$ cat config.mk
export PLATFORM = sky130hd
export DESIGN_NAME = hsl2rgb_queue
export DESIGN_NICKNAME = d
export VERILOG_FILES = /design/src/design/hsl2rgb_pkg.sv /design/src/design/hsl2rgb_queue.sv
export SDC_FILE = /design/constraint.sdc
export NUM_CORES = 1
export LEC_CHECK = 0
export BUFFER_PORTS_ARGS = -buffer_cell sky130_fd_sc_hd__buf_2
export CAP_MARGIN = 30
export CORE_MARGIN = 2
export CORE_UTILIZATION = 50
export CTS_CLUSTER_SIZE = 30
export DETAILED_ROUTE_END_ITERATION = 8
export MAX_ROUTING_LAYER = met4
export PLACE_DENSITY = 0.77
export SLEW_MARGIN = 5
export SYNTH_ARGS = -nofsm -noshare
export SYNTH_HDL_FRONTEND = slang
export SYNTH_SLANG_ARGS = --single-unit
$ cat constraint.sdc
create_clock -name clk_i -period 2 [get_ports clk_i]
set_input_delay 0.4 -clock clk_i [delete_from_list [all_inputs] [get_ports clk_i]]
set_output_delay 0.4 -clock clk_i [all_outputs]
set_load 0.02 [all_outputs]
$ cat src/design/hsl2rgb_pkg.sv
`timescale 1ns / 1ps
// Shared types and constants for the HSL to RGB converter.
// No dependencies.
package hsl2rgb_pkg;

  localparam int FRAC_BITS_DEF = 16;
  localparam int HUE_W         = 16;
  localparam int PCT_W         = 8;
  localparam int PCT_CLIP_W    = 7;
  localparam int HUE_MOD_W     = 9;
  localparam int BYTE_W        = 8;
  localparam int NUM_CH        = 3;
  localparam int QUEUE_DEPTH   = 2;

  localparam int DEG_FULL = 360;
  localparam int PCT_MAX  = 100;
  localparam int BYTE_MAX = 255;

  // reciprocal of 360 scaled by 2^HUE_W, for the hue modulo
  localparam int HUE_RECIP_W = 8;
  localparam logic [HUE_RECIP_W-1:0] HUE_RECIP = HUE_RECIP_W'((1 << HUE_W) / DEG_FULL);

  localparam int CH_RED   = 0;
  localparam int CH_GREEN = 1;
  localparam int CH_BLUE  = 2;

  // segment of the piecewise linear curve
  typedef enum logic [1:0] {
    SEG_RISE,
    SEG_HIGH,
    SEG_FALL,
    SEG_LOW
  } seg_e;

  typedef seg_e [NUM_CH-1:0] seg_vec_t;

  typedef struct packed {
    logic full;
    logic empty;
  } q_status_t;

endpackage

$ cat src/design/hsl2rgb_queue.sv
`timescale 1ns / 1ps
// Small show-ahead FIFO between front end and back end.
// Uses hsl2rgb_pkg for the status struct.
module hsl2rgb_queue #(
  parameter int WIDTH = 8,
  parameter int DEPTH = hsl2rgb_pkg::QUEUE_DEPTH
) (
  input  logic                   clk_i,
  input  logic                   rst_ni,
  input  logic                   push_i,
  input  logic [WIDTH-1:0]       data_i,
  input  logic                   pop_i,
  output logic [WIDTH-1:0]       data_o,
  output hsl2rgb_pkg::q_status_t status_o
);
  import hsl2rgb_pkg::*;

  localparam int PTR_W = (DEPTH > 1) ? $clog2(DEPTH) : 1;
  localparam int CNT_W = $clog2(DEPTH + 1);

  logic [WIDTH-1:0] mem_q [DEPTH];
  logic [PTR_W-1:0] wr_ptr_q, wr_ptr_d, rd_ptr_q, rd_ptr_d;
  logic [CNT_W-1:0] cnt_q, cnt_d;

  always_comb begin
    wr_ptr_d = wr_ptr_q;
    rd_ptr_d = rd_ptr_q;
    cnt_d    = cnt_q;
    if (push_i) begin
      wr_ptr_d = (wr_ptr_q == PTR_W'(DEPTH - 1)) ? '0 : wr_ptr_q + PTR_W'(1);
    end
    if (pop_i) begin
      rd_ptr_d = (rd_ptr_q == PTR_W'(DEPTH - 1)) ? '0 : rd_ptr_q + PTR_W'(1);
    end
    if (push_i && !pop_i) begin
      cnt_d = cnt_q + CNT_W'(1);
    end else if (pop_i && !push_i) begin
      cnt_d = cnt_q - CNT_W'(1);
    end
  end

  always_ff @(posedge clk_i or negedge rst_ni) begin
    if (!rst_ni) begin
      wr_ptr_q <= '0;
      rd_ptr_q <= '0;
      cnt_q    <= '0;
    end else begin
      wr_ptr_q <= wr_ptr_d;
      rd_ptr_q <= rd_ptr_d;
      cnt_q    <= cnt_d;
    end
  end

  always_ff @(posedge clk_i) begin
    if (push_i) begin
      mem_q[wr_ptr_q] <= data_i;
    end
  end

  assign data_o          = mem_q[rd_ptr_q];
  assign status_o.full   = (cnt_q == CNT_W'(DEPTH));
  assign status_o.empty  = (cnt_q == '0);

  a_no_push_full: assert property (@(posedge clk_i) disable iff (!rst_ni)
    !(push_i && status_o.full))
    else $error("queue push while full");

  a_no_pop_empty: assert property (@(posedge clk_i) disable iff (!rst_ni)
    !(pop_i && status_o.empty))
    else $error("queue pop while empty");

  a_push_fills: assert property (@(posedge clk_i) disable iff (!rst_ni)
    (push_i && status_o.empty) |=> !status_o.empty)
    else $error("queue lost a pushed item");

  a_full_drains_one: assert property (@(posedge clk_i) disable iff (!rst_ni)
    status_o.full |=> !status_o.empty)
    else $error("queue drained more than one item per cycle");

endmodule

* Yosys cells after proc, flatten, opt, wreduce, memory -nomap -nowiden *
Memory sizes are Yosys's and may differ from the RTL's.
Cells that the tools add are included.

word-level totals
  memories = 1
  bits in writable memories = 16
  input port bits = 12
  flip-flop bits (word level) = 4
  word-level logic and storage cells = 21
  output and inout bits = 10

cells by class
  add/subtract/negate cells = 4
  equality and inequality tests = 1
  muxes and demuxes = 6
  reduce and logical (&&, ||, !) cells = 6

memory list
  memory  depth  width  read ports  clocked after Yosys merged registers in  write ports  line                 RTL
  mem_q   2      8      1           0                                        1            hsl2rgb_queue.sv:21  logic [WIDTH-1:0] mem_q [DEPTH];

operators with widths
  operator               number
  $mux W1                4
  $mux W2                2
  $add A1 B1 Y1 const B  2
  $add A2 B1 Y2 const B  1
  $eq A2 B2 Y1 const B   1
  $logic_and A1 B1 Y1    2
  $logic_not A1 Y1       2
  $logic_not A2 Y1       1
  $reduce_bool A2 Y1     1
  $sub A2 B1 Y2 const B  1

* Longest topological paths before layout *
  depth in word-level cells = 4
  mapped depth = 5
  gate-level depth less buffers = 5

* Least setup slack after synthesis *
No wires, ideal clock.

  kind = flip-flop to output port
  from = reg rd_ptr_q
  to = out data_o[0]
  slack = 0.769 ns
  cell stages (with the launch flop) = 3
  arrival time = 0.831 ns
  path buffers = 1
  required time = 1.600 ns
  path through = dfrtp_1 buf_6 mux2_2

on the way
  longest elaborated chain between the ends = 1

RTL lines
  element                 line                 RTL
  from (decl)             hsl2rgb_queue.sv:22  logic [PTR_W-1:0] wr_ptr_q, wr_ptr_d, rd_ptr_q, rd_ptr_d;
  from (signal assigned)  hsl2rgb_queue.sv:49  rd_ptr_q <= rd_ptr_d;
  $mem_v2 Z2 W8           --
  to (decl)               hsl2rgb_queue.sv:13  output logic [WIDTH-1:0] data_o,

No other way between the ends.

* Worst setup path in the final report *
  from = reg rd_ptr_q
  to = out data_o[6]

Same word-level chain as after synthesis.

==> reports/metrics.yaml <==
worstHoldPathCells: 1
syn-num-nets: 54
fmax_mhz: 549
grt_pass1_vias: 421
yosysWarningCount: 0
fin_crit_sh: 0.912
drt.antenna.violating_nets: 0
clk_pin_slew_ns: 0.11
cp_max_fo: 9
rsz0062_at_grt: "false"
arrival_ns: 1.42
synth_top_area_share: 0.623
post_cts_resized: 0
start_util: 0.524
final_common_cell: "buf_2"
num_vias: 406
synth_area_leader_cell: "edfxtp_1"
synth_area_per_cell_sq_um: 18.8
wl_per_cell_um: 12.9
syn-cell-area_sq_um: 771
mostFrequentLayoutCells: "buf_2, edfxtp_1, mux2_2, xor2_1, dfrtp_1"
grt.overflow.total: 0
synth.distinct_cells: 12
grt_max_degree: 12
final_util: 0.631
diodes: 0
maxSlewHeadroom: 0.700
firstDrtPassIters: 3
die_w_um: 43.3
h-tree-depth: 1
finalClockSkew_ns: 0.00519
critPathCaptureType: "output pin"
fin_cells: 83
dp_slack_ns: 0.507
final-max-slew-violation-count: 0
track_usage: 0.139
drt_iter0_drc: 4
worstHoldStart: "data_i[1]"
r2r_cells: 2
vias_per_cell: 4.89
ys_seq_area_frac: 0.753
grt_pass1_wl_um: 1780
synthToLayoutAreaGrowth_pct: 20.5
worst-r2r-setup-slack_ns: 0.71
setup_tns_ns: 0
worstPathRequired_ns: 1.60
reg2reg_to: "mem_q[0][5]$_DFFE_PP_"
startpoint_type: "flip-flop"
dp_cells: 78
p_leak_uw: 0.000385
antenna_found_initial: 0
drive_gt1_frac: 0.507
setup-violations-final: 0
finalHoldViolCount: 0
status: "finished, final reports clean"
dpl.hpwl_um: 798
postSynthCellCount: 41
vdd_drop_max_uv: 694
io_buffers: 21
hold_path.class: "in2reg"
yosys-top-cells-area: "edfxtp_1, dfrtp_1, mux2_2"
die_h_um: 43.3
io_pins: 22
tightest_slew_ns: 0.449
cts_tree: "done"
clock_path_buffers: 2
totalPowerFinal_uw: 1240
synth_seq_cells: 20
drc: 0
numCtsBuffers: 3
coreArea_sq_um: 1470
holdPathEnd: "mem_q[0][1]$_DFFE_PP_"
root_buffer: "clkbuf_4"
rows: 14
power.density_nw_per_um2: 1340
clkSinkCount: 20
insertion_delay_ns: 0.29
die_area_sq_um: 1870
maxCapViolCount: 0
finalNetCount: 81
crit_type: "reg2out"
startpoint: "rd_ptr_q$_DFFE_PN0P_"
finalWorstSetupSlack_ns: 0.177
wl_um: 1070
r2r_start: "wr_ptr_q$_DFFE_PN0P_"
finalWeightedCongestion: 0.613
min_period_ns: 1.82
[how the worst max path moves through the flow]
| stage | slack, ns | cells past startpoint | end |
|---|---|---|---|
| 5_1_grt | 0.12 | 2 | data_o[4] |
| 3_3_place_gp | 0.52 | 2 | data_o[6] |
| 4_1_cts | 0.16 | 2 | data_o[1] |
| 6_report | 0.18 | 2 | data_o[6] |
| 3_5_place_dp | 0.51 | 2 | data_o[1] |
| 2_1_floorplan | 0.77 | 2 | data_o[0] |
[registers in the layout (all words and copies together) (netlist names)]
| name | cells |
|---|---|
| wr_ptr_q | 1 |
| cnt_q | 2 |
| rd_ptr_q | 1 |
| mem_q | 16 |
[per-layer routing]
| metal | routed length (um) | global-route usage | up-vias |
|---|---|---|---|
| met3 | 68 | 0.0255 | 0 |
| met1 | 455 | 0.182 | 191 |
| met5 | 0 | - | - |
| met2 | 544 | 0.206 | 12 |
| met4 | 0 | 0.0727 | 0 |
| li1 | - | - | 203 |
[kinds of logic (layout without fill, tap and decap cells)]
kind of cell | Yosys count | count (layout) | synth area share
xor gates and xnor gates | 5 | 5 | 0.0568
DFF | 20 | 20 | 0.753
muxes | 8 | 8 | 0.117
buffers and inverters | 2 | 28 | 0.0195
and+or+nand+nor | 5 | 5 | 0.0374
adders and majority gates | 1 | 1 | 0.0162
[power breakdown]
group	leakage [uW]	switching [uW]	internal, uW
registers	0.000197	78.9	565
logic	0.000173	222	192
clock network	0.0000154	113	72.5
[timing repair]
| action | in CTS | in global routing |
|---|---|---|
| buffers inserted | 0 | 0 |
| hold buffers | 1 | 0 |
| hold endpoints to repair | 4 | 0 |
[metrics by stage]
stage	hold WS (ns)	cell area, sq um
finish	0.290	928
floorplan	0.104	771
detailed placement	0.210	892
global placement	0.207	892
global route	0.271	928
CTS	0.281	928
[area by class of cell]
| cell class | count | area [sq um] |
|---|---|---|
| sequential | 20 | 581 |
| inverter | 1 | 3.75 |
| clock inverter | 1 | 3.75 |
| multi-input combinational | 19 | 175 |
| tap | 16 | 20.0 |
| timing repair buffer | 23 | 123 |
| clock buffer | 3 | 22.5 |
| fill | 123 | 543 |
[cells in the mapped netlist (all sizes together)]
cell type and n:
edfxtp 16, mux2 8, dfrtp 4, xor2 4, nor2 2, and2 1
and2b 1, buf 1, ha 1, inv 1, nor2b 1, xnor2 1
[worst max-delay path, stage by stage (launching register included)]
cell and delay [ns]:
dfrtp_1 0.59, mux2_2 0.39, buf_2 0.16
No activity file was read; power rests on OpenSTA's default activity.
