--- src/design/hsl2rgb_pkg.sv ---
`timescale 1ns / 1ps
// Shared types and constants for the HSL to RGB converter.
// No dependencies.
package hsl2rgb_pkg;

  localparam int FRAC_BITS_DEF = 16;
  localparam int HUE_W         = 16;
  localparam int PCT_W         = 8;
  localparam int PCT_CLIP_W    = 7;
  localparam int HUE_MOD_W     = 9;
  localparam int BYTE_W        = 8;
  localparam int NUM_CH        = 3;
  localparam int QUEUE_DEPTH   = 2;

  localparam int DEG_FULL = 360;
  localparam int PCT_MAX  = 100;
  localparam int BYTE_MAX = 255;

  // reciprocal of 360 scaled by 2^HUE_W, for the hue modulo
  localparam int HUE_RECIP_W = 8;
  localparam logic [HUE_RECIP_W-1:0] HUE_RECIP = HUE_RECIP_W'((1 << HUE_W) / DEG_FULL);

  localparam int CH_RED   = 0;
  localparam int CH_GREEN = 1;
  localparam int CH_BLUE  = 2;

  // segment of the piecewise linear curve
  typedef enum logic [1:0] {
    SEG_RISE,
    SEG_HIGH,
    SEG_FALL,
    SEG_LOW
  } seg_e;

  typedef seg_e [NUM_CH-1:0] seg_vec_t;

  typedef struct packed {
    logic full;
    logic empty;
  } q_status_t;

endpackage

--- src/design/hsl2rgb_back.sv ---
`timescale 1ns / 1ps
// Back end: helper levels, per-channel curve evaluation and byte scaling.
// Uses hsl2rgb_pkg.
module hsl2rgb_back #(
  parameter int FRAC_BITS = hsl2rgb_pkg::FRAC_BITS_DEF
) (
  input  logic                                          clk_i,
  input  logic                                          rst_ni,
  input  logic                                          valid_i,
  input  logic [FRAC_BITS:0]                            s_i,
  input  logic [FRAC_BITS:0]                            l_i,
  input  hsl2rgb_pkg::seg_vec_t                         seg_i,
  input  logic [hsl2rgb_pkg::NUM_CH-1:0][FRAC_BITS:0]   m_i,
  output logic                                          valid_o,
  output logic [hsl2rgb_pkg::BYTE_W-1:0]                red_o,
  output logic [hsl2rgb_pkg::BYTE_W-1:0]                green_o,
  output logic [hsl2rgb_pkg::BYTE_W-1:0]                blue_o
);
  import hsl2rgb_pkg::*;

  localparam int LW       = FRAC_BITS + 1;
  localparam int BACK_LAT = 7;
  localparam logic [LW-1:0] ONE  = LW'(64'd1 << FRAC_BITS);
  localparam logic [LW-1:0] HALF = LW'(64'd1 << (FRAC_BITS - 1));

  logic [BACK_LAT-1:0] vld_q;

  // B1: l*s
  logic [LW-1:0]             b1_p_q, b1_l_q, b1_s_q;
  seg_vec_t                  b1_seg_q;
  logic [NUM_CH-1:0][LW-1:0] b1_m_q;
  logic [2*LW-1:0]           b1_ls;
  // B2: t1
  logic [LW-1:0]             b2_t1_q, b2_l_q, b2_t1_d;
  seg_vec_t                  b2_seg_q;
  logic [NUM_CH-1:0][LW-1:0] b2_m_q;
  logic [LW:0]               b2_sum;
  // B3: t2
  logic [LW-1:0]             b3_t1_q, b3_t2_q, b3_t2_d;
  seg_vec_t                  b3_seg_q;
  logic [NUM_CH-1:0][LW-1:0] b3_m_q;
  logic [LW:0]               b3_two_l, b3_diff;
  // B4: t1 - t2
  logic [LW-1:0]             b4_d_q, b4_t1_q, b4_t2_q, b4_d_d;
  seg_vec_t                  b4_seg_q;
  logic [NUM_CH-1:0][LW-1:0] b4_m_q;
  // B5: slope products
  logic [NUM_CH-1:0][LW-1:0] b5_prod_q, b5_prod_d;
  logic [LW-1:0]             b5_t1_q, b5_t2_q;
  seg_vec_t                  b5_seg_q;
  // B6: levels
  logic [NUM_CH-1:0][LW-1:0] b6_v_q, b6_v_d;
  // B7: bytes
  logic [NUM_CH-1:0][BYTE_W-1:0] b7_byte_q, b7_byte_d;

  assign b1_ls = (2*LW)'(l_i) * (2*LW)'(s_i);

  always_comb begin
    b2_sum  = (b1_l_q < HALF) ? (LW+1)'(b1_l_q) + (LW+1)'(b1_p_q)
                              : (LW+1)'(b1_l_q) + (LW+1)'(b1_s_q) - (LW+1)'(b1_p_q);
    b2_t1_d = (b2_sum > (LW+1)'(ONE)) ? ONE : LW'(b2_sum);
  end

  always_comb begin
    b3_two_l = {b2_l_q, 1'b0};
    b3_diff  = b3_two_l - (LW+1)'(b2_t1_q);
    if ((LW+1)'(b2_t1_q) > b3_two_l) begin
      b3_t2_d = '0;
    end else if (b3_diff > (LW+1)'(ONE)) begin
      b3_t2_d = ONE;
    end else begin
      b3_t2_d = LW'(b3_diff);
    end
  end

  assign b4_d_d = (b3_t1_q > b3_t2_q) ? b3_t1_q - b3_t2_q : '0;

  always_comb begin
    logic [2*LW-1:0] pr;
    for (int k = 0; k < NUM_CH; k++) begin
      pr           = (2*LW)'(b4_d_q) * (2*LW)'(b4_m_q[k]);
      b5_prod_d[k] = pr[FRAC_BITS +: LW];
    end
  end

  always_comb begin
    logic [LW:0] v;
    for (int k = 0; k < NUM_CH; k++) begin
      unique case (b5_seg_q[k])
        SEG_RISE, SEG_FALL: v = (LW+1)'(b5_t2_q) + (LW+1)'(b5_prod_q[k]);
        SEG_HIGH:           v = (LW+1)'(b5_t1_q);
        SEG_LOW:            v = (LW+1)'(b5_t2_q);
        default:            v = (LW+1)'(b5_t2_q);
      endcase
      b6_v_d[k] = (v > (LW+1)'(ONE)) ? ONE : LW'(v);
    end
  end

  always_comb begin
    logic [LW+BYTE_W-1:0] sc;
    logic [BYTE_W:0]      by;
    for (int k = 0; k < NUM_CH; k++) begin
      sc           = {b6_v_q[k], {BYTE_W{1'b0}}} - (LW+BYTE_W)'(b6_v_q[k]);
      by           = sc[FRAC_BITS +: (BYTE_W+1)];
      b7_byte_d[k] = (by > (BYTE_W+1)'(BYTE_MAX)) ? BYTE_W'(BYTE_MAX) : by[BYTE_W-1:0];
    end
  end

  always_ff @(posedge clk_i or negedge rst_ni) begin
    if (!rst_ni) begin
      vld_q <= '0;
    end else begin
      vld_q <= {vld_q[BACK_LAT-2:0], valid_i};
    end
  end

  always_ff @(posedge clk_i) begin
    b1_p_q    <= b1_ls[FRAC_BITS +: LW];
    b1_l_q    <= l_i;
    b1_s_q    <= s_i;
    b1_seg_q  <= seg_i;
    b1_m_q    <= m_i;
    b2_t1_q   <= b2_t1_d;
    b2_l_q    <= b1_l_q;
    b2_seg_q  <= b1_seg_q;
    b2_m_q    <= b1_m_q;
    b3_t1_q   <= b2_t1_q;
    b3_t2_q   <= b3_t2_d;
    b3_seg_q  <= b2_seg_q;
    b3_m_q    <= b2_m_q;
    b4_d_q    <= b4_d_d;
    b4_t1_q   <= b3_t1_q;
    b4_t2_q   <= b3_t2_q;
    b4_seg_q  <= b3_seg_q;
    b4_m_q    <= b3_m_q;
    b5_prod_q <= b5_prod_d;
    b5_t1_q   <= b4_t1_q;
    b5_t2_q   <= b4_t2_q;
    b5_seg_q  <= b4_seg_q;
    b6_v_q    <= b6_v_d;
    b7_byte_q <= b7_byte_d;
  end

  assign valid_o = vld_q[BACK_LAT-1];
  assign red_o   = b7_byte_q[CH_RED];
  assign green_o = b7_byte_q[CH_GREEN];
  assign blue_o  = b7_byte_q[CH_BLUE];

  a_back_latency: assert property (@(posedge clk_i) disable iff (!rst_ni)
    valid_i |-> ##BACK_LAT valid_o)
    else $error("back end dropped an item");

endmodule

--- config.mk ---
export PLATFORM = sky130hd
export DESIGN_NAME = hsl2rgb_back
export DESIGN_NICKNAME = d
export VERILOG_FILES = /design/src/design/hsl2rgb_pkg.sv /design/src/design/hsl2rgb_back.sv
export SDC_FILE = /design/constraint.sdc
export NUM_CORES = 2
export LEC_CHECK = 0
export BUFFER_PORTS_ARGS = -buffer_cell sky130_fd_sc_hd__buf_4
export CAP_MARGIN = 5
export CORE_ASPECT_RATIO = 1.25
export CORE_MARGIN = 5
export CORE_UTILIZATION = 45
export DETAILED_ROUTE_END_ITERATION = 7
export GPL_TIMING_DRIVEN = 0
export SLEW_MARGIN = 0
export SYNTH_ARGS = -nofsm -noshare
export SYNTH_HDL_FRONTEND = slang
export SYNTH_SLANG_ARGS = --single-unit
--- constraint.sdc ---
create_clock -name clk_i -period 6.2 [get_ports clk_i]
set_input_delay 1.24 -clock clk_i [delete_from_list [all_inputs] [get_ports clk_i]]
set_output_delay 1.24 -clock clk_i [all_outputs]
set_load 0.03 [all_outputs]
# Word-level counts from Yosys, hierarchy flattened
# Index checks and enable logic that the tools add are counted.
[word_totals] regBits=571 inputBits=94 output_inout_bits=25 word_cells=97
[op_classes] add_sub_neg=11 mul=4 magnitude_cmp=11 n_eq_ne=9 mux=5 reduce_logical=7
[ops] operator="$pmux 18 s3" n=3
[ops] operator="$mul 17x17->33" n=4
[ops] operator="$add 17x17->18" n=5
[ops] operator="$gt 18x17->1 const B" n=5
[ops] operator="$sub 25x17->25" n=3
[ops] operator="$sub 18x17->18" n=2
[ops] operator="$gt 9x8->1 const B" n=3
[ops] operator="$gt 17x18->1" n=1
[ops] operator="$mux 18" n=1
[ops] operator="$gt 17x17->1" n=1
[ops] operator="$lt 17x16->1 const B" n=1
[ops] operator="$mux 17" n=1
[ops] operator="$sub 17x17->17" n=1
[ops] operator="$eq 2x2->1 const B" n=6
[ops] operator="$reduce_or 2->1" n=4
[ops] operator="$eq 2x1->1 const B" n=3
[ops] operator="$logic_not 2->1" n=3

# Depth between registers and ports, before layout
[logic_depth] depth_word=4 depth_mapped=25

# Worst setup path before layout
# No wires, ideal clock.
[synth_timing] path_kind="in2reg" startpoint="in l_i[14]" endpoint="reg b1_p_q[16]" arrival_ps=6713 required_ps=6128 path_slack_ps=-585 stages=22 path_buffers=2 cell_sequence="clkbuf_1 clkbuf_1 nand2_1 fa_1 fa_1 fa_1 inv_1 fa_1 fa_1 inv_1 fa_1 inv_1 ha_1 a21o_1 a21o_1 a21o_1 nand2_1 nand3_1 a21o_1 a21o_1 o41ai_1 xnor2_1"
[synth_between] elab_chain_cells=1
[synth_rtl] item="start, declared" line_no="hsl2rgb_back.sv:11" rtl="input logic [FRAC_BITS:0] l_i,"
[synth_rtl] item="$mul 17x17->33" line_no="hsl2rgb_back.sv:56" rtl="assign b1_ls = (2*LW)'(l_i) * (2*LW)'(s_i);"
[synth_rtl] item="via b1_ls[32]" line_no="hsl2rgb_back.sv:32" rtl="logic [2*LW-1:0] b1_ls;"
[synth_rtl] item="end signal, assigned" line_no="hsl2rgb_back.sv:118" rtl="b1_p_q <= b1_ls[FRAC_BITS +: LW];"
[synth_rtl] item="end, declared" line_no="hsl2rgb_back.sv:29" rtl="logic [LW-1:0] b1_p_q, b1_l_q, b1_s_q;"
# The timed path passes the listed nets, and every way through them passes these cells.
# A chain may end at the register's enable or synchronous reset.

==> flow_metrics.env <==
export IMPL_status="finished with violations"
export IMPL_violations="setup timing"
export IMPL_dp_hpwl_mm=126
export IMPL_yosysMostFrequentCell="inv_1"
export IMPL_cts_hold_fix_buffers=0
export IMPL_antenna_found_initial=3
export IMPL_wl_mm=154
export IMPL_synth_top_flop_cell="dfxtp_1"
export IMPL_syn_inst=5958
export IMPL_drive_gt1_share_pct=11.2
export IMPL_skew_ns=0.0492
export IMPL_grt_usage_pct=23.6
export IMPL_syn_cell_area_um2=56100
export IMPL_synth_area_leader_cell="fa_1"
export IMPL_synthTopCellsByArea="fa_1 32%, dfxtp_1 20%, ha_1 13%"
export IMPL_cts_inserted_buffers=60
export IMPL_dr_pass1_iters=6
export IMPL_grt_overflow=0
export IMPL_wl_per_cell_um=19.6
export IMPL_finalSetupViolations=2
export IMPL_slew_limit_headroom_pct=48.4
export IMPL_r2r_start="b4_d_q[6]"
export IMPL_port_buffers=118
export IMPL_grt_pass1_wl_mm=243
export IMPL_seqCellArea_um2=11600
export IMPL_grt_max_degree=19
export IMPL_io_pins=119
export IMPL_synth_edff_count=0
export IMPL_core_area_um2=124000
export IMPL_stdcell_count=7849
export IMPL_tightest_slew_ns=0.771
export IMPL_fmaxAchievable_mhz=161
export IMPL_clock_root_buffer="clkbuf_16"
export IMPL_synth_seq_cells=571
export IMPL_route_detailed_drc=0
export IMPL_initial_utilization_pct=45.1
export IMPL_worstSkewPairLatency_ns=0.71
export IMPL_dieWidth_um=326
export IMPL_final_hold_violation_count=0
export IMPL_dp_slack_ns=-2.14
export IMPL_cp_arrival_ns=6.82
export IMPL_worstPathRequired_ns=6.79
export IMPL_synthTopCellsByCount="1,228 x inv_1, 907 x fa_1, 778 x nand2_1"
export IMPL_grt_pass1_vias=43637
export IMPL_dieArea_um2=132000
export IMPL_cts_htree_levels=2
export IMPL_min_from="b1_m_q[3]"
export IMPL_yosysSeqAreaShare_pct=20.4
export IMPL_fillers=11543
export IMPL_worst_setup_path_start_kind="flip-flop"
export IMPL_drtIter0Drc=2322
export IMPL_ant_nets=0
export IMPL_clk_pin_slew_ns=0.07
export IMPL_final_min_clock_period_ns=6.22
export IMPL_routed_via_density=5.15
export IMPL_cp_max_fo=6
export IMPL_drv_slew=0
export IMPL_cap_violations=0
export IMPL_nets=7752
export IMPL_synthArstFlopShare_pct=1.23
export IMPL_cts_tree="done"
export IMPL_place_gp_congestion=0.933
export IMPL_clk_path_buf_depth=3
export IMPL_hold_end="b2_m_q[3]"
export IMPL_critical_path_class="flip-flop to flip-flop"
export IMPL_reg2reg_to="b5_prod_q[50]"
export IMPL_avgSynthCellArea_um2=9.42
export IMPL_multi_input_area_um2=40000
export IMPL_cts_sinks=571
export IMPL_routed_via_count=40389
export IMPL_r2r_setup_slack_ns=-0.02
export IMPL_syn_to_final_growth_pct=14.3
export IMPL_rsz0062_at_grt="yes"
export IMPL_hp_class="flip-flop to flip-flop"
export IMPL_ys_warn_count=0
export IMPL_synth_top_area_share_pct=32.3
export IMPL_setup_ws_ns=-0.0221
export IMPL_holdPathStages=0
export IMPL_die_h_um=405
export IMPL_period_share_pct=100
export IMPL_place_inst=7693
export IMPL_setup_tns_ns=-0.0298
export IMPL_syn_num_nets=7530
export IMPL_worstSetupEndpointType="flip-flop"
export IMPL_ys_types=93
export IMPL_r2r_cells=22
export IMPL_rows=145
-- area by class of cell --
type                    count  share of cell area (%)
clock buffers              76                    2.64
clock inverters            36                   0.792
inverters                1230                    7.20
diodes                      2                 0.00780
well taps                1617                    3.15
multi-input cells        3943                    62.4
flip-flops and latches    571                    18.1
repair buffers            190                    2.45
plain buffers             184                    3.24
-- layout by cell type, fill, tap and decap left out, types with 60 or more instances in the layout --
cell type and count:
a21o_1 60, a21oi_1 120, and2_1 461, buf_4 177, clkbuf_16 88, dfxtp_1 506, fa_1 887, ha_1 549
inv_1 1211, nand2_1 768, nor2_1 194, o21ai_0 73, xnor2_1 110
-- per-layer routing --
metal / global-route usage [%] / up-vias / part of all wire (%)
met3: 2.99 / 374 / 5.3
met1: 28.2 / 20146 / 39
met4: 10.7 / 0 / 5.5
li1: - / 18671 / -
met2: 42.7 / 1198 / 50
met5: 0 / - / 0
-- critical path, cell delays in order, from the launching register on --
cell	delay, ns
dfxtp_4	0.46
clkbuf_16	0.18
nand2_1	0.07
fa_1	0.50
inv_1	0.05
fa_1	0.49
inv_1	0.06
fa_1	0.55
inv_1	0.06
fa_1	0.53
fa_1	0.50
inv_1	0.05
fa_1	0.51
inv_1	0.08
ha_4	0.23
nand4_1	0.22
a2bb2oi_4	0.20
o21ai_4	0.10
o2111ai_4	0.26
a21oi_2	0.10
or4_4	0.58
a21oi_4	0.19
xnor2_1	0.12
-- logic make-up (layout without fill, tap and decap cells) --
kind of cell | after synthesis | count (layout) | share of synthesized area [%]
compound gates | 540 | 540 | 6.68
xor+xnor | 158 | 158 | 2.47
fa+ha+maj | 1479 | 1479 | 45.1
buf+inv | 1444 | 1716 | 9.69
flops | 571 | 571 | 20.4
mux | 52 | 52 | 0.952
other cells | 0 | 2 | 0
simple gates | 1714 | 1714 | 14.7
-- repair_timing --
item / 4_1_cts / 5_1_grt
pin swaps: 62 / 77
cloned: 1 / 0
resized for setup: 510 / 169
setup endpoints to repair: 64 / 35
buffers inserted: 42 / 29
-- sequential cells by signal (all words and copies together) (netlist names), 8 cells and up --
signal / count
b1_m_q: 51
b2_m_q: 51
b3_m_q: 51
b4_m_q: 51
b5_prod_q: 51
b6_v_q: 51
b1_l_q: 17
b1_p_q: 17
b1_s_q: 17
b2_l_q: 17
b2_t1_q: 17
b3_t1_q: 17
b3_t2_q: 17
b4_d_q: 17
b4_t1_q: 17
b4_t2_q: 17
b5_t1_q: 17
b5_t2_q: 17
blue_o: 8
green_o: 8
red_o: 8
-- worst max path at each step --
stage / startpoint / end / depth (start not counted)
6_report: b4_d_q[6] / b5_prod_q[50] / 22
5_1_grt: b4_d_q[10] / b5_prod_q[33] / 22
4_1_cts: b4_d_q[7] / b5_prod_q[33] / 22
3_5_place_dp: b4_d_q[1] / b5_prod_q[16] / 22
3_3_place_gp: b4_d_q[1] / b5_prod_q[16] / 22
2_1_floorplan: s_i[5] / b1_p_q[15] / 22
-- metrics by stage --
step	util [%]	hold WS, ns	instance area, um^2
floorplan	-	0.310	56300
global placement	47.6	0.310	59200
detailed placement	47.6	0.312	59200
CTS	50.9	0.293	63400
global route	51.5	0.282	64100
finish	51.5	0.281	64100
Power is left out: the tool's default activity adds up to more than one toggle a clock period on the data nets, which glitch-free logic cannot reach.
