File: src/design/hsl2rgb_pkg.sv
`timescale 1ns / 1ps
// Shared types and constants for the HSL to RGB converter.
// No dependencies.
package hsl2rgb_pkg;

  localparam int FRAC_BITS_DEF = 16;
  localparam int HUE_W         = 16;
  localparam int PCT_W         = 8;
  localparam int PCT_CLIP_W    = 7;
  localparam int HUE_MOD_W     = 9;
  localparam int BYTE_W        = 8;
  localparam int NUM_CH        = 3;
  localparam int QUEUE_DEPTH   = 2;

  localparam int DEG_FULL = 360;
  localparam int PCT_MAX  = 100;
  localparam int BYTE_MAX = 255;

  // reciprocal of 360 scaled by 2^HUE_W, for the hue modulo
  localparam int HUE_RECIP_W = 8;
  localparam logic [HUE_RECIP_W-1:0] HUE_RECIP = HUE_RECIP_W'((1 << HUE_W) / DEG_FULL);

  localparam int CH_RED   = 0;
  localparam int CH_GREEN = 1;
  localparam int CH_BLUE  = 2;

  // segment of the piecewise linear curve
  typedef enum logic [1:0] {
    SEG_RISE,
    SEG_HIGH,
    SEG_FALL,
    SEG_LOW
  } seg_e;

  typedef seg_e [NUM_CH-1:0] seg_vec_t;

  typedef struct packed {
    logic full;
    logic empty;
  } q_status_t;

endpackage

File: src/design/hsl2rgb_front.sv
`timescale 1ns / 1ps
// Front end: clips and scales hue, saturation and lightness to fixed point,
// forms the channel hues and classifies each into its curve segment. Uses hsl2rgb_pkg.
module hsl2rgb_front #(
  parameter int FRAC_BITS = hsl2rgb_pkg::FRAC_BITS_DEF
) (
  input  logic                                          clk_i,
  input  logic                                          rst_ni,
  input  logic                                          en_i,
  input  logic                                          accept_i,
  input  logic [hsl2rgb_pkg::HUE_W-1:0]                 hue_i,
  input  logic [hsl2rgb_pkg::PCT_W-1:0]                 saturation_i,
  input  logic [hsl2rgb_pkg::PCT_W-1:0]                 lightness_i,
  output logic                                          valid_o,
  output logic [FRAC_BITS:0]                            s_o,
  output logic [FRAC_BITS:0]                            l_o,
  output hsl2rgb_pkg::seg_vec_t                         seg_o,
  output logic [hsl2rgb_pkg::NUM_CH-1:0][FRAC_BITS:0]   m_o
);
  import hsl2rgb_pkg::*;

  localparam int LW  = FRAC_BITS + 1;
  localparam int PSH = PCT_CLIP_W + FRAC_BITS;
  localparam int HSH = HUE_MOD_W + FRAC_BITS;
  localparam logic [LW-1:0] ONE       = LW'(64'd1 << FRAC_BITS);
  localparam logic [LW-1:0] THIRD     = LW'((64'd1 << FRAC_BITS) / 3);
  localparam logic [LW-1:0] TWO3      = LW'((64'd2 << FRAC_BITS) / 3);
  localparam logic [LW-1:0] RECIP_PCT = LW'((64'd1 << PSH) / PCT_MAX);
  localparam logic [LW-1:0] RECIP_DEG = LW'((64'd1 << HSH) / DEG_FULL);
  localparam int HP_W = HUE_W + HUE_RECIP_W;

  // stage A: clip, hue quotient estimate
  logic                   a_vld_q;
  logic [HUE_W-1:0]       a_hue_q;
  logic [HUE_RECIP_W-1:0] a_hq_q;
  logic [PCT_CLIP_W-1:0]  a_sat_q, a_lig_q;
  logic [PCT_CLIP_W-1:0]  a_sat_d, a_lig_d;
  logic [HP_W-1:0]        a_hp;

  // stage B: hue mod 360, percent quotient estimates
  logic                   b_vld_q;
  logic [HUE_MOD_W-1:0]   b_hmod_q, b_hmod_d;
  logic [PCT_CLIP_W-1:0]  b_sat_q, b_lig_q;
  logic [LW-1:0]          b_qs_q, b_ql_q, b_qs_d, b_ql_d;
  logic [HUE_W:0]         b_hsub, b_hrem;
  logic [PSH+LW-1:0]      b_ps, b_pl;

  // stage C: percent correction, hue fraction estimate
  logic                   c_vld_q;
  logic [LW-1:0]          c_s_q, c_l_q, c_s_d, c_l_d;
  logic [HUE_MOD_W-1:0]   c_hmod_q;
  logic [LW-1:0]          c_qh_q, c_qh_d;
  logic [PSH-1:0]         c_rs, c_rl;
  logic [HSH+LW-1:0]      c_ph;

  // stage D: hue fraction correction
  logic                   d_vld_q;
  logic [LW-1:0]          d_h_q, d_h_d, d_s_q, d_l_q;
  logic [HSH-1:0]         d_rh;

  // stage E: channel hues
  logic                            e_vld_q;
  logic [NUM_CH-1:0][LW-1:0]       e_c_q, e_c_d;
  logic [LW-1:0]                   e_s_q, e_l_q, e_red_sum;

  // stage F: segment and slope factor
  logic                            f_vld_q;
  seg_vec_t                        f_seg_q, f_seg_d;
  logic [NUM_CH-1:0][LW-1:0]       f_m_q, f_m_d;
  logic [LW-1:0]                   f_s_q, f_l_q;

  always_comb begin
    a_sat_d = (saturation_i > PCT_W'(PCT_MAX)) ? PCT_CLIP_W'(PCT_MAX)
                                               : saturation_i[PCT_CLIP_W-1:0];
    a_lig_d = (lightness_i > PCT_W'(PCT_MAX)) ? PCT_CLIP_W'(PCT_MAX)
                                              : lightness_i[PCT_CLIP_W-1:0];
    a_hp    = HP_W'(hue_i) * HP_W'(HUE_RECIP);
  end

  always_comb begin
    b_hsub   = (HUE_W+1)'(a_hq_q) * (HUE_W+1)'(DEG_FULL);
    b_hrem   = {1'b0, a_hue_q} - b_hsub;
    b_hmod_d = (b_hrem >= (HUE_W+1)'(DEG_FULL)) ? HUE_MOD_W'(b_hrem - (HUE_W+1)'(DEG_FULL))
                                                : HUE_MOD_W'(b_hrem);
    b_ps     = (PSH+LW)'({a_sat_q, {FRAC_BITS{1'b0}}}) * (PSH+LW)'(RECIP_PCT);
    b_pl     = (PSH+LW)'({a_lig_q, {FRAC_BITS{1'b0}}}) * (PSH+LW)'(RECIP_PCT);
    b_qs_d   = b_ps[PSH+LW-1:PSH];
    b_ql_d   = b_pl[PSH+LW-1:PSH];
  end

  always_comb begin
    c_rs   = {b_sat_q, {FRAC_BITS{1'b0}}} - PSH'(b_qs_q) * PSH'(PCT_MAX);
    c_rl   = {b_lig_q, {FRAC_BITS{1'b0}}} - PSH'(b_ql_q) * PSH'(PCT_MAX);
    c_s_d  = (c_rs >= PSH'(PCT_MAX)) ? b_qs_q + LW'(1) : b_qs_q;
    c_l_d  = (c_rl >= PSH'(PCT_MAX)) ? b_ql_q + LW'(1) : b_ql_q;
    c_ph   = (HSH+LW)'({b_hmod_q, {FRAC_BITS{1'b0}}}) * (HSH+LW)'(RECIP_DEG);
    c_qh_d = c_ph[HSH+LW-1:HSH];
  end

  always_comb begin
    d_rh  = {c_hmod_q, {FRAC_BITS{1'b0}}} - HSH'(c_qh_q) * HSH'(DEG_FULL);
    d_h_d = (d_rh >= HSH'(DEG_FULL)) ? c_qh_q + LW'(1) : c_qh_q;
  end

  always_comb begin
    e_red_sum        = d_h_q + THIRD;
    e_c_d[CH_GREEN]  = d_h_q;
    e_c_d[CH_RED]    = (e_red_sum > ONE) ? e_red_sum - ONE : e_red_sum;
    e_c_d[CH_BLUE]   = (d_h_q < THIRD) ? d_h_q + (ONE - THIRD) : d_h_q - THIRD;
  end

  always_comb begin
    logic [LW+2:0] c6;
    logic [LW:0]   c2;
    logic [LW+1:0] c3;
    logic [LW-1:0] w;
    logic [LW+2:0] w6;
    for (int k = 0; k < NUM_CH; k++) begin
      c6 = (LW+3)'(e_c_q[k]) * (LW+3)'(6);
      c2 = {e_c_q[k], 1'b0};
      c3 = (LW+2)'(e_c_q[k]) * (LW+2)'(3);
      w  = TWO3 - e_c_q[k];
      w6 = (LW+3)'(w) * (LW+3)'(6);
      priority if (c6 < (LW+3)'(ONE)) begin
        f_seg_d[k] = SEG_RISE;
        f_m_d[k]   = LW'(c6);
      end else if (c2 < (LW+1)'(ONE)) begin
        f_seg_d[k] = SEG_HIGH;
        f_m_d[k]   = '0;
      end else if (c3 < ((LW+2)'(ONE) << 1)) begin
        f_seg_d[k] = SEG_FALL;
        f_m_d[k]   = LW'(w6);
      end else begin
        f_seg_d[k] = SEG_LOW;
        f_m_d[k]   = '0;
      end
    end
  end

  always_ff @(posedge clk_i or negedge rst_ni) begin
    if (!rst_ni) begin
      a_vld_q <= 1'b0;
      b_vld_q <= 1'b0;
      c_vld_q <= 1'b0;
      d_vld_q <= 1'b0;
      e_vld_q <= 1'b0;
      f_vld_q <= 1'b0;
    end else if (en_i) begin
      a_vld_q <= accept_i;
      b_vld_q <= a_vld_q;
      c_vld_q <= b_vld_q;
      d_vld_q <= c_vld_q;
      e_vld_q <= d_vld_q;
      f_vld_q <= e_vld_q;
    end
  end

  always_ff @(posedge clk_i) begin
    if (en_i) begin
      a_hue_q  <= hue_i;
      a_hq_q   <= a_hp[HP_W-1:HUE_W];
      a_sat_q  <= a_sat_d;
      a_lig_q  <= a_lig_d;
      b_hmod_q <= b_hmod_d;
      b_sat_q  <= a_sat_q;
      b_lig_q  <= a_lig_q;
      b_qs_q   <= b_qs_d;
      b_ql_q   <= b_ql_d;
      c_s_q    <= c_s_d;
      c_l_q    <= c_l_d;
      c_hmod_q <= b_hmod_q;
      c_qh_q   <= c_qh_d;
      d_h_q    <= d_h_d;
      d_s_q    <= c_s_q;
      d_l_q    <= c_l_q;
      e_c_q    <= e_c_d;
      e_s_q    <= d_s_q;
      e_l_q    <= d_l_q;
      f_seg_q  <= f_seg_d;
      f_m_q    <= f_m_d;
      f_s_q    <= e_s_q;
      f_l_q    <= e_l_q;
    end
  end

  assign valid_o = f_vld_q;
  assign s_o     = f_s_q;
  assign l_o     = f_l_q;
  assign seg_o   = f_seg_q;
  assign m_o     = f_m_q;

endmodule

File: config.mk
export PLATFORM = sky130hd
export DESIGN_NAME = hsl2rgb_front
export DESIGN_NICKNAME = d
export VERILOG_FILES = /design/src/design/hsl2rgb_pkg.sv /design/src/design/hsl2rgb_front.sv
export SDC_FILE = /design/constraint.sdc
export NUM_CORES = 1
export LEC_CHECK = 0
export BUFFER_PORTS_ARGS = -buffer_cell sky130_fd_sc_hd__buf_4
export CAP_MARGIN = 10
export CORE_ASPECT_RATIO = 0.5
export CORE_UTILIZATION = 35
export CTS_BUF_LIST = sky130_fd_sc_hd__clkbuf_8
export DETAILED_ROUTE_END_ITERATION = 7
export SLEW_MARGIN = 15
export SYNTH_ARGS = -nofsm -noshare
export SYNTH_HDL_FRONTEND = slang
export SYNTH_SLANG_ARGS = --single-unit
File: constraint.sdc
create_clock -name clk_i -period 9.7 [get_ports clk_i]
set_input_delay 0.97 -clock clk_i [delete_from_list [all_inputs] [get_ports clk_i]]
set_output_delay 0.97 -clock clk_i [all_outputs]
set_load 0.01 [all_outputs]
# After elaboration in Yosys (flattened, before gate mapping)
# Cells that the tools add are included.
[totals]
in_bits = 36
word_cells = 114
latchBits = 0
mem_count = 0
romBits = 0
register_bits = 388
out_inout_bits = 92
mem_bits_rw = 0
[op_classes]
addsub = 15
multipliers = 17
order_cmp = 17
bitwise = 0
n_eq_ne = 0
shifts = 0
n_mux = 21
div_mod_pow = 0
reduce_logical = 3
[ops]
columns = ["op", "n"]
rows = [
  ["two-way mux 17 bit", 14],
  ["multiplier 17 x 2 -> 19 bit, second input constant", 6],
  ["less-than comparator 20 x 17 -> 1 bit, second input constant", 3],
  ["less-than comparator 19 x 18 -> 1 bit, second input constant", 3],
  ["less-than comparator 18 x 17 -> 1 bit, second input constant", 3],
  ["adder 17 x 1 -> 17 bit, second input constant", 3],
  ["multiplier 17 x 2 -> 16 bit, second input constant", 3],
  ["subtractor 16 x 17 -> 17 bit, first input constant", 3],
  ["greater-or-equal comparator 23 x 7 -> 1 bit, second input constant", 2],
  ["multiplier 7 x 16 -> 23 bit, second input constant", 2],
  ["subtractor 23 bit", 2],
  ["multiplier 17 x 5 -> 21 bit, second input constant", 2],
  ["greater-or-equal comparator 25 x 9 -> 1 bit, second input constant", 1],
  ["multiplier 9 x 16 -> 25 bit, second input constant", 1],
  ["subtractor 25 bit", 1],
  ["multiplier 16 x 7 -> 23 bit, second input constant", 1],
  ["multiplier 17 x 6 -> 22 bit, second input constant", 1],
  ["adder 17 x 15 -> 17 bit, second input constant", 1],
  ["adder 17 x 16 -> 17 bit, second input constant", 1],
  ["greater-or-equal comparator 17 x 9 -> 1 bit, second input constant", 1],
  ["greater-than comparator 17 bit, second input constant", 1],
  ["less-than comparator 17 x 15 -> 1 bit, second input constant", 1],
  ["subtractor 16 x 17 -> 17 bit", 1],
  ["subtractor 17 x 15 -> 17 bit, second input constant", 1],
  ["7 further kinds", 15],
]

# Depth between registers and ports, before layout
[logic_depth]
depth_word = 5
mapped_depth = 31
ltp_nobuf = 30

# Worst setup path after synthesis
# No wires, ideal clock.
[synth_timing]
path_kind = "register to register"
start = "register c_qh_q[3]"
end = "register d_h_q[1], data pin"
arrival_time_ns = 6.058
setup_ns = 0.262
period_less_slack_ns = 6.321
path_slack_ns = 3.379
path_buffers = 2
required_ns = 9.438
stages_incl_launch_ff = 29
path_cell_list = "edfxtp_1 -> ha_1 -> inv_1 -> fa_1 -> inv_1 -> fa_1 -> ha_1 -> buf_6 -> or3_1 -> o211a_1 -> o21a_1 -> o21a_1 -> o21a_1 -> o21ai_0 -> nand2b_1 -> a21o_1 -> a21oi_1 -> xor2_1 -> ha_1 -> clkbuf_1 -> a221oi_1 -> a21oi_1 -> a21oi_1 -> o311ai_0 -> a211o_1 -> nor4_4 -> nand3_4 -> nor2_1 -> mux2_1"
[synth_via]
elab_chain_cells = 4
[synth_lines]
columns = ["element", "line", "rtl"]
rows = [
  ["start, declared", "hsl2rgb_front.sv:52", "logic [LW-1:0] c_qh_q, c_qh_d;"],
  ["start signal, assigned", "hsl2rgb_front.sv:172", "c_qh_q <= c_qh_d;"],
  ["multiplier 17 x 6 -> 22 bit", "hsl2rgb_front.sv:101", "d_rh = {c_hmod_q, {FRAC_BITS{1'b0}}} - HSH'(c_qh_q) * HSH'(DEG_FULL);"],
  ["subtractor 25 bit", "hsl2rgb_front.sv:101", ""],
  ["greater-or-equal comparator 25 x 9 -> 1 bit", "hsl2rgb_front.sv:102", "d_h_d = (d_rh >= HSH'(DEG_FULL)) ? c_qh_q + LW'(1) : c_qh_q;"],
  ["two-way mux 17 bit", "hsl2rgb_front.sv:102", ""],
  ["named net d_h_d[1]", "hsl2rgb_front.sv:58", "logic [LW-1:0] d_h_q, d_h_d, d_s_q, d_l_q;"],
  ["end signal, assigned", "hsl2rgb_front.sv:173", "d_h_q <= d_h_d;"],
  ["end, declared", "hsl2rgb_front.sv:58", ""],
]
# The timed path passes the listed nets, and every way through them passes these cells.
# A chain may end at the register's enable or synchronous reset.

# Final worst setup path
# Same ends and word-level chain as after synthesis.

==> results.yml <==
timing:
  maxSlewViolCount: 0
  rsz0062_at_grt: "no"
  setup_ws_ns: 2.75
  slew_headroom: 0.293
  fmax_mhz: 144
  hold_viol: 0
  post-route-period-util: 0.717
  fin_crit_ns: 6.95
  tightestPinTransition_ns: 1.06
  finClkSkew_ns: 0.0219
  finalSetupViolations: 0
  finalSetupTns_ns: 0
yosys:
  synth_edf_count: 379
  syn_area_sq_um: 35700
  syn_avg_cell_area_sq_um: 10.5
  synthTopCellsByCount: "ha_1 (591), inv_1 (515), edfxtp_1 (379), xnor2_1 (205), nor2_1 (199)"
  synth.most_common_cell: "ha_1"
  yosysWarnings: 0
  yosysSeqAreaShare: 0.323
  netlist.area_leader.share: 0.319
  synth_top_cells_by_area: "edfxtp_1 (32%), ha_1 (21%), fa_1 (9.9%)"
  ys.flop_type: "edfxtp_1"
  synth_cell_types: 97
  synthArstFlopShare: 0.0156
  yosysTopAreaCell: "edfxtp_1"
  syn_inst: 3403
  yosys_register_bits: 385
route:
  vias_per_cell: 4.93
  ant_nets: 0
  wire_per_inst_um: 14.6
  vias: 24379
  wl_um: 72200
  first_pass_iters: 5
  drtIter0Drc: 1002
  drc: 0
grt:
  groute.usage.overall: 0.140
  met1_usage: 0.179
  grt_max_degree: 178
  grt_overflow: 0
  globalRouteMet3Util: 0.0211
  grt.busiest_layer: "met2"
  use_met2: 0.249
  grt_pass1_vias: 24984
  grt_antenna_before_repair: 0
  grt_pass1_wl_um: 121000
setup_path:
  worst_ep_arrival_time_ns: 7.40
  cp.required_ns: 10.15
  end_kind: "flop"
  worstSetupPathType: "reg -> reg"
  critPathMaxFanout: 17
  start_kind: "flop"
placed_design:
  gp_congestion: 0.834
  post-place-ws_ns: 2.78
  io_buffers: 124
  dp.cells: 4833
  hpwl_um: 58000
floorplan:
  io_pins: 128
  die_w_um: 454
  die_h_um: 228
  core_sq_um: 101000
  start_util: 0.355
  rows: 82
  floorplan.die_area_sq_um: 103000
cells_and_area:
  regMostFlops: "e_c_q"
  ff_latch_area_sq_um: 11500
  area_growth_pct: 10.5
  largest_reg_flops: 51
  multi_input_area_sq_um: 22000
  fin_cells: 4949
  diodes: 0
  nets: 4356
  n_fill_cell: 9762
  drive_gt1_frac: 0.0779
cts:
  path_clk_slew_ns: 0.07
  clk_latency_ns: 0.69
  cts_max_level: 2
  cts_inserted_buffers: 61
  clock-sinks: 385
  postCtsSetupBuffers: 0
  clockRootBuffer: "clkbuf_8"
  cts_resized: 0
  clock_path_buffers: 3
  cts_tree: "yes"
outcome:
  status: "finished clean"
worst_hold_path:
  min_path_type: "reg -> reg"
job:
  maxCapViolCount: 0
final timing paths:
| check | from | end | slack (ns) | cells past startpoint |
|---|---|---|---|---|
| worst max-delay path | c_qh_q[3] | d_h_q[1] | 2.75 | 23 |
| worst min-delay path | d_s_q[2] | e_s_q[2] | 0.41 | 0 |
| worst max register to register | c_qh_q[3] | d_h_q[1] | 2.75 | 23 |
| worst min register to register | d_s_q[2] | e_s_q[2] | 0.41 | 0 |
| max in group asynchronous | rst_ni | c_vld_q | 8.94 | 2 |
| min in group asynchronous | rst_ni | e_vld_q | 0.65 | 2 |
repair_timing:
| item | in CTS | in global routing |
|---|---|---|
| endpoints found under the setup margin | 0 | 0 |
| endpoints found under the hold margin | 6 | 0 |
| hold buffers | 1 | 0 |
worst max-delay path: stages (launching register included):
cell      delay [ns]
edfxtp_1        0.48
ha_1            0.36
inv_1           0.07
fa_1            0.53
inv_1           0.05
fa_1            0.45
ha_1            0.31
or3_1           0.40
o211a_1         0.24
o21a_1          0.19
o21a_1          0.18
o21a_1          0.17
or2_2           0.29
ha_1            0.36
a21o_1          0.18
a21oi_1         0.28
nor2b_1         0.08
nor2_1          0.28
inv_1           0.16
a311o_1         0.40
nor4_2          0.31
nand3_4         0.30
nor2_1          0.26
mux2_1          0.34
layout by cell type (no fill, tap or decap), types with 33 or more instances in the layout:
master / netlist / routed
nor3_1: 83 / 83
nand3_1: 58 / 58
a21o_1: 59 / 59
o21bai_1: 37 / 37
xor2_1: 85 / 85
edfxtp_1: 379 / 379
buf_4: 3 / 128
xnor2_1: 205 / 205
nand2b_1: 41 / 41
o21ai_0: 80 / 80
and3_1: 34 / 34
o22ai_1: 33 / 33
nor2b_1: 45 / 45
fa_1: 176 / 176
ha_1: 591 / 591
clkbuf_8: 0 / 62
a21oi_1: 154 / 154
nor2_1: 199 / 199
inv_1: 515 / 527
nand2_1: 107 / 107
o21a_1: 57 / 57
through the flow:
| stage | hold WS (ns) | utilization | cell area, sq um |
|---|---|---|---|
| after floorplan | 0.400 | - | 35700 |
| after global placement | 0.400 | 0.379 | 38200 |
| after detailed placement | 0.405 | 0.379 | 38200 |
| after CTS | 0.405 | 0.392 | 39500 |
| after global routing | 0.418 | 0.392 | 39500 |
| final | 0.412 | 0.392 | 39500 |
cells by family (layout without fill, tap and decap cells):
family / Yosys count / in the layout / share of synthesized area
fa+ha+maj: 767 / 767 / 0.306
simple gates: 729 / 729 / 0.106
compound gates: 639 / 639 / 0.124
buf+inv: 561 / 761 / 0.0604
flops: 385 / 385 / 0.323
xor+xnor: 294 / 294 / 0.0734
mux: 27 / 27 / 0.00785
other cells: 1 / 3 / 0.000105
metal layers:
metal / part of all wire / vias up
li1: - / 12331
met1: 0.46 / 11700
met2: 0.49 / 258
met3: 0.030 / 90
met4: 0.017 / 0
met5: 0 / -
area by class of cell:
class	count	share of cell area
clock buffer	62	0.0216
clock inverter	53	0.0111
inverter	515	0.0490
multi-input combinational	2459	0.558
sequential	385	0.292
tap	1344	0.0426
timing repair buffer	131	0.0255
Power is left out: the tool's default activity adds up to more than one toggle a clock period on the data nets, which glitch-free logic cannot reach.
